### config.mk
export PLATFORM = sky130hd
export DESIGN_NAME = planar_chain_forward_kinematics
export DESIGN_NICKNAME = d
export VERILOG_FILES = /design/src/sv/pcfk_pkg.sv /design/src/sv/planar_chain_forward_kinematics.sv /design/src/sv/pcfk_ctrl.sv /design/src/sv/pcfk_dp.sv
export SDC_FILE = /design/constraint.sdc
export NUM_CORES = 2
export LEC_CHECK = 0
export BUFFER_PORTS_ARGS = -buffer_cell sky130_fd_sc_hd__buf_2
export CAP_MARGIN = 20
export CORE_MARGIN = 4
export CORE_UTILIZATION = 65
export CTS_CLUSTER_DIAMETER = 30
export CTS_CLUSTER_SIZE = 30
export DETAILED_ROUTE_END_ITERATION = 10
export PLACE_DENSITY = 0.93
export SLEW_MARGIN = 5
export SYNTH_ARGS = -nofsm -noshare
export SYNTH_HDL_FRONTEND = slang
export SYNTH_HIERARCHICAL = 1
export SYNTH_SLANG_ARGS = --single-unit
export TNS_END_PERCENT = 10
### constraint.sdc
create_clock -name clk -period 7.4 [get_ports clk]
set_input_delay 0.74 -clock clk [delete_from_list [all_inputs] [get_ports clk]]
set_output_delay 0.74 -clock clk [all_outputs]
set_load 0.05 [all_outputs]
### src/sv/pcfk_pkg.sv
// Shared types, constants and the CORDIC arctangent table for the
// planar chain forward kinematics block. Depends on nothing.
`default_nettype none

package pcfk_pkg;

  // Design constants.
  localparam int CORDIC_STEPS = 16;
  localparam int POS_WIDTH    = 24;
  localparam int TABLE_LEN    = 24;
  localparam int ITER_N       = (CORDIC_STEPS < TABLE_LEN) ? CORDIC_STEPS : TABLE_LEN;
  localparam int IDX_W        = $clog2(TABLE_LEN);

  // Field widths.
  localparam int LEN_W = 16;
  localparam int ANG_W = 16;
  localparam int OUT_W = 24;

  // Internal widths: wrapped angle sum, CORDIC angle, vector, rounded delta.
  localparam int SUMA_W = ANG_W + 2;
  localparam int ATAN_W = 23;
  localparam int Z_W    = 25;
  localparam int XY_W   = 36;
  localparam int X0_W   = 32;
  localparam int GAIN_W = 30;
  localparam int PROD_W = LEN_W + GAIN_W;
  localparam int D_W    = XY_W - 16 + 1;
  localparam int PSUM_W = ((POS_WIDTH > D_W) ? POS_WIDTH : D_W) + 1;

  // Angle constants in 1/128 degree.
  localparam logic signed [SUMA_W-1:0] HALF_TURN    = SUMA_W'(23040);
  localparam logic signed [SUMA_W-1:0] FULL_TURN    = SUMA_W'(46080);
  localparam logic signed [SUMA_W-1:0] QUARTER_TURN = SUMA_W'(11520);

  // CORDIC gain 0.607252935 in Q30.
  localparam logic [GAIN_W-1:0] GAIN_Q30 = GAIN_W'(652032875);

  // Saturation bounds of the running position, at the sum width.
  localparam logic signed [PSUM_W-1:0] POS_MAX =
      {{(PSUM_W-POS_WIDTH+1){1'b0}}, {(POS_WIDTH-1){1'b1}}};
  localparam logic signed [PSUM_W-1:0] POS_MIN = ~POS_MAX;

  // Input item.
  typedef struct packed {
    logic                    chain_start;
    logic [LEN_W-1:0]        link_length;
    logic signed [ANG_W-1:0] link_angle;
  } pcfk_in_t;

  // Result item.
  typedef struct packed {
    logic signed [OUT_W-1:0] end_x;
    logic signed [OUT_W-1:0] end_y;
    logic signed [ANG_W-1:0] abs_angle;
    logic                    clipped;
  } pcfk_out_t;

  // Commands from the controller to the datapath.
  typedef struct packed {
    logic             load;
    logic             prep;
    logic             step;
    logic [IDX_W-1:0] idx;
    logic             finish;
  } pcfk_cmd_t;

  // atan(2^-i) in degrees, Q16.
  function automatic logic [ATAN_W-1:0] atan_q16(input logic [IDX_W-1:0] idx);
    logic [ATAN_W-1:0] v;
    unique case (idx)
      5'd0:    v = 23'd2949120;
      5'd1:    v = 23'd1740967;
      5'd2:    v = 23'd919879;
      5'd3:    v = 23'd466945;
      5'd4:    v = 23'd234379;
      5'd5:    v = 23'd117304;
      5'd6:    v = 23'd58666;
      5'd7:    v = 23'd29335;
      5'd8:    v = 23'd14668;
      5'd9:    v = 23'd7334;
      5'd10:   v = 23'd3667;
      5'd11:   v = 23'd1833;
      5'd12:   v = 23'd917;
      5'd13:   v = 23'd458;
      5'd14:   v = 23'd229;
      5'd15:   v = 23'd115;
      5'd16:   v = 23'd57;
      5'd17:   v = 23'd29;
      5'd18:   v = 23'd14;
      5'd19:   v = 23'd7;
      5'd20:   v = 23'd4;
      5'd21:   v = 23'd2;
      5'd22:   v = 23'd1;
      default: v = '0;
    endcase
    return v;
  endfunction

endpackage

`default_nettype wire

### src/sv/planar_chain_forward_kinematics.sv
// Top level of the planar chain forward kinematics block: controller plus datapath.
// Depends on pcfk_pkg, pcfk_ctrl and pcfk_dp.
//
//   Channel   Ports                          Moves per transfer
//   input     in_valid, in_ready, in_data    one link: start flag, length, angle
//   result    out_valid, out_ready, out_data end point, absolute angle, clip flag
//
// Each link passes through one load step, one preparation step with the gain multiply,
// ITER_N CORDIC steps (16 by default) in the shared rotation unit and one update step.
// The next input transfer is accepted only after the update step of the previous link.
// The result register is loaded in the update step.
// A result waiting in the output register does not block the next input transfer;
// only the update cycle waits for the register to drain.
// Reset is synchronous, active low, and returns the chain to the origin at angle zero.
`default_nettype none

module planar_chain_forward_kinematics (
  input  wire                  clk,
  input  wire                  rst_n,
  input  wire                  in_valid,
  output logic                 in_ready,
  input  pcfk_pkg::pcfk_in_t   in_data,
  output logic                 out_valid,
  input  wire                  out_ready,
  output pcfk_pkg::pcfk_out_t  out_data
);
  import pcfk_pkg::*;

  pcfk_cmd_t cmd;

  // Sequencer.
  pcfk_ctrl u_ctrl (
    .clk       (clk),
    .rst_n     (rst_n),
    .in_valid  (in_valid),
    .in_ready  (in_ready),
    .out_valid (out_valid),
    .out_ready (out_ready),
    .cmd       (cmd)
  );

  // Arithmetic and state.
  pcfk_dp u_dp (
    .clk      (clk),
    .rst_n    (rst_n),
    .cmd      (cmd),
    .in_data  (in_data),
    .out_data (out_data)
  );

endmodule

`default_nettype wire

### src/sv/pcfk_ctrl.sv
// Controller of the forward kinematics block: sequences load, preparation,
// CORDIC iterations and the final update. Depends on pcfk_pkg.
`default_nettype none

module pcfk_ctrl (
  input  wire                  clk,
  input  wire                  rst_n,
  input  wire                  in_valid,
  output logic                 in_ready,
  output logic                 out_valid,
  input  wire                  out_ready,
  output pcfk_pkg::pcfk_cmd_t  cmd
);
  import pcfk_pkg::*;

  localparam logic [1:0] S_IDLE = 2'd0;
  localparam logic [1:0] S_PREP = 2'd1;
  localparam logic [1:0] S_ITER = 2'd2;
  localparam logic [1:0] S_FIN  = 2'd3;

  localparam logic [IDX_W-1:0] LAST_IDX = IDX_W'(ITER_N - 1);

  logic [1:0]       state_r, state_nxt;
  logic [IDX_W-1:0] cnt_r, cnt_nxt;
  logic             out_valid_r, out_valid_nxt;
  logic             out_free;

  // The result register may be loaded when empty or when its transfer completes.
  assign out_free = !out_valid_r || out_ready;

  // Next state, iteration count and commands.
  always_comb begin
    state_nxt  = state_r;
    cnt_nxt    = cnt_r;
    cmd        = '0;
    cmd.idx    = cnt_r;
    unique case (state_r)
      S_IDLE: begin
        if (in_valid) begin
          cmd.load  = 1'b1;
          state_nxt = S_PREP;
        end
      end
      S_PREP: begin
        cmd.prep  = 1'b1;
        cnt_nxt   = '0;
        state_nxt = S_ITER;
      end
      S_ITER: begin
        cmd.step = 1'b1;
        if (cnt_r == LAST_IDX) begin
          state_nxt = S_FIN;
        end else begin
          cnt_nxt = cnt_r + 1'b1;
        end
      end
      S_FIN: begin
        if (out_free) begin
          cmd.finish = 1'b1;
          state_nxt  = S_IDLE;
        end
      end
      default: state_nxt = S_IDLE;
    endcase
  end

  // Result valid flag.
  always_comb begin
    priority if (cmd.finish) begin
      out_valid_nxt = 1'b1;
    end else if (out_ready) begin
      out_valid_nxt = 1'b0;
    end else begin
      out_valid_nxt = out_valid_r;
    end
  end

  always_ff @(posedge clk) begin
    if (!rst_n) begin
      state_r     <= S_IDLE;
      cnt_r       <= '0;
      out_valid_r <= 1'b0;
    end else begin
      state_r     <= state_nxt;
      cnt_r       <= cnt_nxt;
      out_valid_r <= out_valid_nxt;
    end
  end

  assign in_ready  = (state_r == S_IDLE);
  assign out_valid = out_valid_r;

endmodule

`default_nettype wire

### src/sv/pcfk_dp.sv
// Datapath of the forward kinematics block: angle wrap, gain multiply,
// shared CORDIC rotation unit and saturating position update. Depends on pcfk_pkg.
`default_nettype none

module pcfk_dp (
  input  wire                  clk,
  input  wire                  rst_n,
  input  pcfk_pkg::pcfk_cmd_t  cmd,
  input  pcfk_pkg::pcfk_in_t   in_data,
  output pcfk_pkg::pcfk_out_t  out_data
);
  import pcfk_pkg::*;

  // Saturate a position sum; the top bit of the result is the hit flag.
  function automatic logic [POS_WIDTH:0] sat_pos(input logic signed [PSUM_W-1:0] v);
    logic [POS_WIDTH:0] r;
    priority if (v > POS_MAX) begin
      r = {1'b1, POS_MAX[POS_WIDTH-1:0]};
    end else if (v < POS_MIN) begin
      r = {1'b1, POS_MIN[POS_WIDTH-1:0]};
    end else begin
      r = {1'b0, v[POS_WIDTH-1:0]};
    end
    return r;
  endfunction

  logic [LEN_W-1:0]            len_r;
  logic signed [ANG_W-1:0]     rel_r;
  logic signed [ANG_W-1:0]     total_r, total_nxt;
  logic signed [POS_WIDTH-1:0] pos_x_r, pos_y_r;
  logic signed [POS_WIDTH-1:0] pos_x_nxt, pos_y_nxt;
  logic                        flip_r, flip_nxt;
  logic signed [XY_W-1:0]      x_r, y_r, x_nxt, y_nxt;
  logic signed [Z_W-1:0]       z_r, z_nxt;
  pcfk_out_t                   out_r;

  logic signed [SUMA_W-1:0]    asum, awrap, ared;
  logic [PROD_W-1:0]           prod, prod_rnd;
  logic signed [XY_W-1:0]      xs, ys;
  logic signed [Z_W-1:0]       atan_z;
  logic signed [XY_W-1:0]      xr_rnd, yr_rnd;
  logic signed [D_W-1:0]       dx, dy;
  logic signed [PSUM_W-1:0]    sum_x, sum_y;
  logic [POS_WIDTH:0]          sat_x, sat_y;

  // Preparation: wrap the absolute angle, fold to +-90 degrees, scale the length.
  always_comb begin
    asum = {{(SUMA_W-ANG_W){total_r[ANG_W-1]}}, total_r}
         + {{(SUMA_W-ANG_W){rel_r[ANG_W-1]}}, rel_r};
    priority if (asum >= HALF_TURN) begin
      awrap = asum - FULL_TURN;
    end else if (asum < -HALF_TURN) begin
      awrap = asum + FULL_TURN;
    end else begin
      awrap = asum;
    end
    total_nxt = awrap[ANG_W-1:0];
    priority if (awrap > QUARTER_TURN) begin
      ared     = awrap - HALF_TURN;
      flip_nxt = 1'b1;
    end else if (awrap < -QUARTER_TURN) begin
      ared     = awrap + HALF_TURN;
      flip_nxt = 1'b1;
    end else begin
      ared     = awrap;
      flip_nxt = 1'b0;
    end
    prod     = PROD_W'(len_r) * PROD_W'(GAIN_Q30);
    prod_rnd = prod + PROD_W'(8192);
  end

  // Start vector in preparation, then one CORDIC micro-rotation per step, index from the controller.
  always_comb begin
    xs     = x_r >>> cmd.idx;
    ys     = y_r >>> cmd.idx;
    atan_z = {{(Z_W-ATAN_W){1'b0}}, atan_q16(cmd.idx)};
    x_nxt  = x_r;
    y_nxt  = y_r;
    z_nxt  = z_r;
    priority if (cmd.prep) begin
      x_nxt = {{(XY_W-X0_W){1'b0}}, prod_rnd[PROD_W-1:14]};
      y_nxt = '0;
      z_nxt = {ared[Z_W-10:0], 9'b0};
    end else if (cmd.step) begin
      if (!z_r[Z_W-1]) begin
        x_nxt = x_r - ys;
        y_nxt = y_r + xs;
        z_nxt = z_r - atan_z;
      end else begin
        x_nxt = x_r + ys;
        y_nxt = y_r - xs;
        z_nxt = z_r + atan_z;
      end
    end else begin
      x_nxt = x_r;
    end
  end

  // Final update: round, undo the fold, add and saturate.
  always_comb begin
    xr_rnd = x_r + XY_W'(32768);
    yr_rnd = y_r + XY_W'(32768);
    dx     = {xr_rnd[XY_W-1], xr_rnd[XY_W-1:16]};
    dy     = {yr_rnd[XY_W-1], yr_rnd[XY_W-1:16]};
    if (flip_r) begin
      dx = -dx;
      dy = -dy;
    end
    sum_x = {{(PSUM_W-POS_WIDTH){pos_x_r[POS_WIDTH-1]}}, pos_x_r}
          + {{(PSUM_W-D_W){dx[D_W-1]}}, dx};
    sum_y = {{(PSUM_W-POS_WIDTH){pos_y_r[POS_WIDTH-1]}}, pos_y_r}
          + {{(PSUM_W-D_W){dy[D_W-1]}}, dy};
    sat_x = sat_pos(sum_x);
    sat_y = sat_pos(sum_y);
    pos_x_nxt = sat_x[POS_WIDTH-1:0];
    pos_y_nxt = sat_y[POS_WIDTH-1:0];
  end

  // Chain state: position and absolute angle.
  always_ff @(posedge clk) begin
    if (!rst_n) begin
      pos_x_r <= '0;
      pos_y_r <= '0;
      total_r <= '0;
    end else begin
      if (cmd.load && in_data.chain_start) begin
        pos_x_r <= '0;
        pos_y_r <= '0;
        total_r <= '0;
      end
      if (cmd.prep) begin
        total_r <= total_nxt;
      end
      if (cmd.finish) begin
        pos_x_r <= pos_x_nxt;
        pos_y_r <= pos_y_nxt;
      end
    end
  end

  // Working registers of the current link.
  always_ff @(posedge clk) begin
    if (cmd.load) begin
      len_r <= in_data.link_length;
      rel_r <= in_data.link_angle;
    end
    if (cmd.prep) begin
      flip_r <= flip_nxt;
    end
    x_r <= x_nxt;
    y_r <= y_nxt;
    z_r <= z_nxt;
  end

  // Result register.
  always_ff @(posedge clk) begin
    if (cmd.finish) begin
      out_r.end_x     <= OUT_W'(pos_x_nxt);
      out_r.end_y     <= OUT_W'(pos_y_nxt);
      out_r.abs_angle <= total_r;
      out_r.clipped   <= sat_x[POS_WIDTH] | sat_y[POS_WIDTH];
    end
  end

  assign out_data = out_r;

endmodule

`default_nettype wire

==> results.toml <==
[drt]
ant_nets = 0
vias = 30457
drt_iter0_markers = 4011
drt-total-wl_um = 98000
avgRoutedWirePerCell_um = 21.8
vias_per_cell = 6.77
dr.pass1.iters = 9
drc = 0

[yosys]
syn_inst = 3710
yosysSeqAreaShare_pct = 20.2
ys_seq_elements = 267
yosys.cell_count.top_type = "ha_1"
syn-num-nets = 4295
postSynth.asyncResetShare_pct = 0
synth_largest_area_cell = "edfxtp_1"
ys_top_cells_by_area = "edfxtp_1 13%, ha_1 13%, fa_1 12%, dfxtp_1 7.2%, mux4_2 6.3%"
ys.flop_type = "edfxtp_1"
yosysWarnings = 6
synth_edf_count = 146
yosys-top-cells-count = "344 x ha_1, 338 x inv_1, 297 x nor2_1"
synth.cell_area_um2 = 33700
syn_avg_cell_area_um2 = 9.08
synth_cell_types = 99
synth_top_area_share_pct = 13.0

[worst_hold_path]
hold_path.class = "input pin to flip-flop"
whs_path_depth = 1
hold_path_end = "u_dp/len_r[2]"
worstHoldStart = "in_data[18]"

[cells_and_area]
fin_util_pct = 72.6
layout-drive-gt1-share_pct = 12.5
syn_to_final_growth_pct = 10.6
insertedDiodeCount = 0
fin_area_um2 = 37200
final_nets = 4348

[sta]
worst_slew_pin_slew_ps = 1180
setup_viol = 0
maxSlewHeadroom_pct = 21.5
fin_crit_sh_pct = 95.2
slew_viol_final = 0
setup_tns_ps = 0
finClkSkew_ps = 50.9
rsz0062_at_grt = "no"
hold_viol_final = 0
max_freq_mhz = 142
fin_crit_ps = 7050

[placed_design]
hpwl_um = 70000
postPlaceCellArea_um2 = 34700
place_congestion = 1.06
portBuffers = 103

[clocking]
cts_tree = "yes"
root_buffer = "clkbuf_16"
htree_levels = 3
clock_sinks = 267
cts.path.max_buffers = 3
hold_buffers = 0
cts_made_buffers = 72
clk_latency_ps = 620
path_clk_slew_ps = 50

[floorplanning]
design.die.area_um2 = 55500
die_w_um = 236
row_count = 83
core-area_um2 = 51300
ios = 104
die_h_um = 236
initial_utilization_pct = 65.7

[worst_setup_path]
r2r_end = "u_dp/y_r[34]"
crit_type = "flip-flop to flip-flop"
required_ps = 7850
crit_path_start = "u_ctrl/cnt_r[0]"
r2r_start = "u_ctrl/cnt_r[0]"
r2r_slack_ps = 350
critPathArrivalTime_ps = 7500
startpoint_type = "flip-flop"
cp-end-kind = "flip-flop"
cp_max_fo = 37
reg2regPathDepth = 21

[global_route]
grt_max_degree = 72
grt_pass1_wl_um = 157000
grt_pass1_vias = 30157
grt-ovfl-total = 0
grt_usage_pct = 34.2
grt_antenna_before_repair = 0

[run_status]
status = "finished clean"

[flow_run]
cap_violations = 0
cell usage in the layout, fill, tap and decap left out, types with 26 or more instances in the layout:
cell type / netlist / final
a211oi_1: 29 / 28
a21o_1: 60 / 60
a21oi_1: 292 / 291
a31oi_1: 42 / 40
and2_1: 34 / 33
and3_1: 45 / 45
buf_2: 16 / 103
buf_4: 3 / 34
clkbuf_16: 0 / 74
dfxtp_1: 121 / 117
edfxtp_1: 146 / 146
fa_1: 204 / 204
ha_1: 344 / 342
inv_1: 338 / 335
mux2_2: 45 / 45
mux2i_1: 53 / 53
mux4_2: 94 / 94
nand2_1: 252 / 252
nand2b_1: 36 / 36
nand3_1: 79 / 79
nor2_1: 297 / 297
nor2b_1: 40 / 39
nor3_1: 60 / 60
o21a_1: 33 / 32
o21ai_0: 211 / 209
o21bai_1: 29 / 29
o31ai_1: 26 / 26
or3_1: 28 / 28
xnor2_1: 182 / 181
xor2_1: 126 / 126
metrics by stage:
stage / cells / hold slack [ps] / setup slack, ps
global placement: 4366 / 445 / 499
CTS: 4499 / 287 / 232
global route: 4502 / 296 / 7.69
finish: 4502 / 305 / 354
detailed placement: 4366 / 451 / 264
floorplan: 3710 / 432 / 934
how the worst max path moves through the flow:
stage | to | slack [ps] | cells past startpoint
CTS | u_dp/x_r[31] | 230 | 26
floorplan | u_dp/x_r[31] | 930 | 24
detailed placement | u_dp/x_r[31] | 260 | 26
finish | u_dp/y_r[34] | 350 | 21
global route | u_dp/y_r[34] | 8 | 21
global placement | u_dp/x_r[31] | 500 | 26
worst max-delay path, stage by stage (launching register included):
cell      delay [ps]
dfxtp_4          700
buf_12           330
mux4_1           700
mux2_2           320
o21ai_0          460
o21ai_0          290
nor4_1           490
and4b_1          390
nor2_1            80
xor2_1           180
ha_1             360
a21o_1           180
a21o_1           170
a21oi_1          250
o21ai_0          190
o21bai_1         300
a31oi_1          200
o21ai_0          560
o21ai_0          240
a21oi_1          220
xor2_1           170
o21ai_0          100
what timing repair did:
action,in CTS,in global routing
setup endpoints to repair,0,9
buffers inserted,0,1
resized for setup,0,5
layer usage:
layer	vias up	global-route usage, %	routed length (µm)
li1	13379	-	-
met1	14333	43.6	35900
met2	2218	56.3	45900
met3	527	7.22	10700
met4	0	15.9	5520
met5	-	0	0
kinds of logic after synthesis:
kind of cell | Yosys count | share of synthesized area [%]
compound gates | 896 | 16.8
xor+xnor | 309 | 8.06
fa+ha+maj | 558 | 25.2
buf+inv | 504 | 5.79
flops | 267 | 20.2
mux | 202 | 10.1
simple gates | 974 | 13.8
cell type report:
class                      instances  area, µm²
timing repair buffer             141        843
clock inverter                    45        510
clock buffer                      88       1950
multi-input combinational       2939      25000
inverter                         342       1280
sequential                       267       6810
fill                            3357      14100
tap                              680        851
flip-flops by register name, summed over array words and instances, names as in the netlist:
register and flops:
u_ctrl/cnt_r 5, u_ctrl/state_r 2, u_dp/pos_x_r 24, u_dp/total_r 16, u_dp/out_data 65, u_ctrl/out_valid 1
u_dp/rel_r 16, u_dp/flip_r 1, u_dp/x_r 36, u_dp/len_r 16, u_dp/pos_y_r 24, u_dp/y_r 36
u_dp/z_r 25
Power is left out: the tool's default activity adds up to more than one toggle a clock period on the data nets, which glitch-free logic cannot reach.
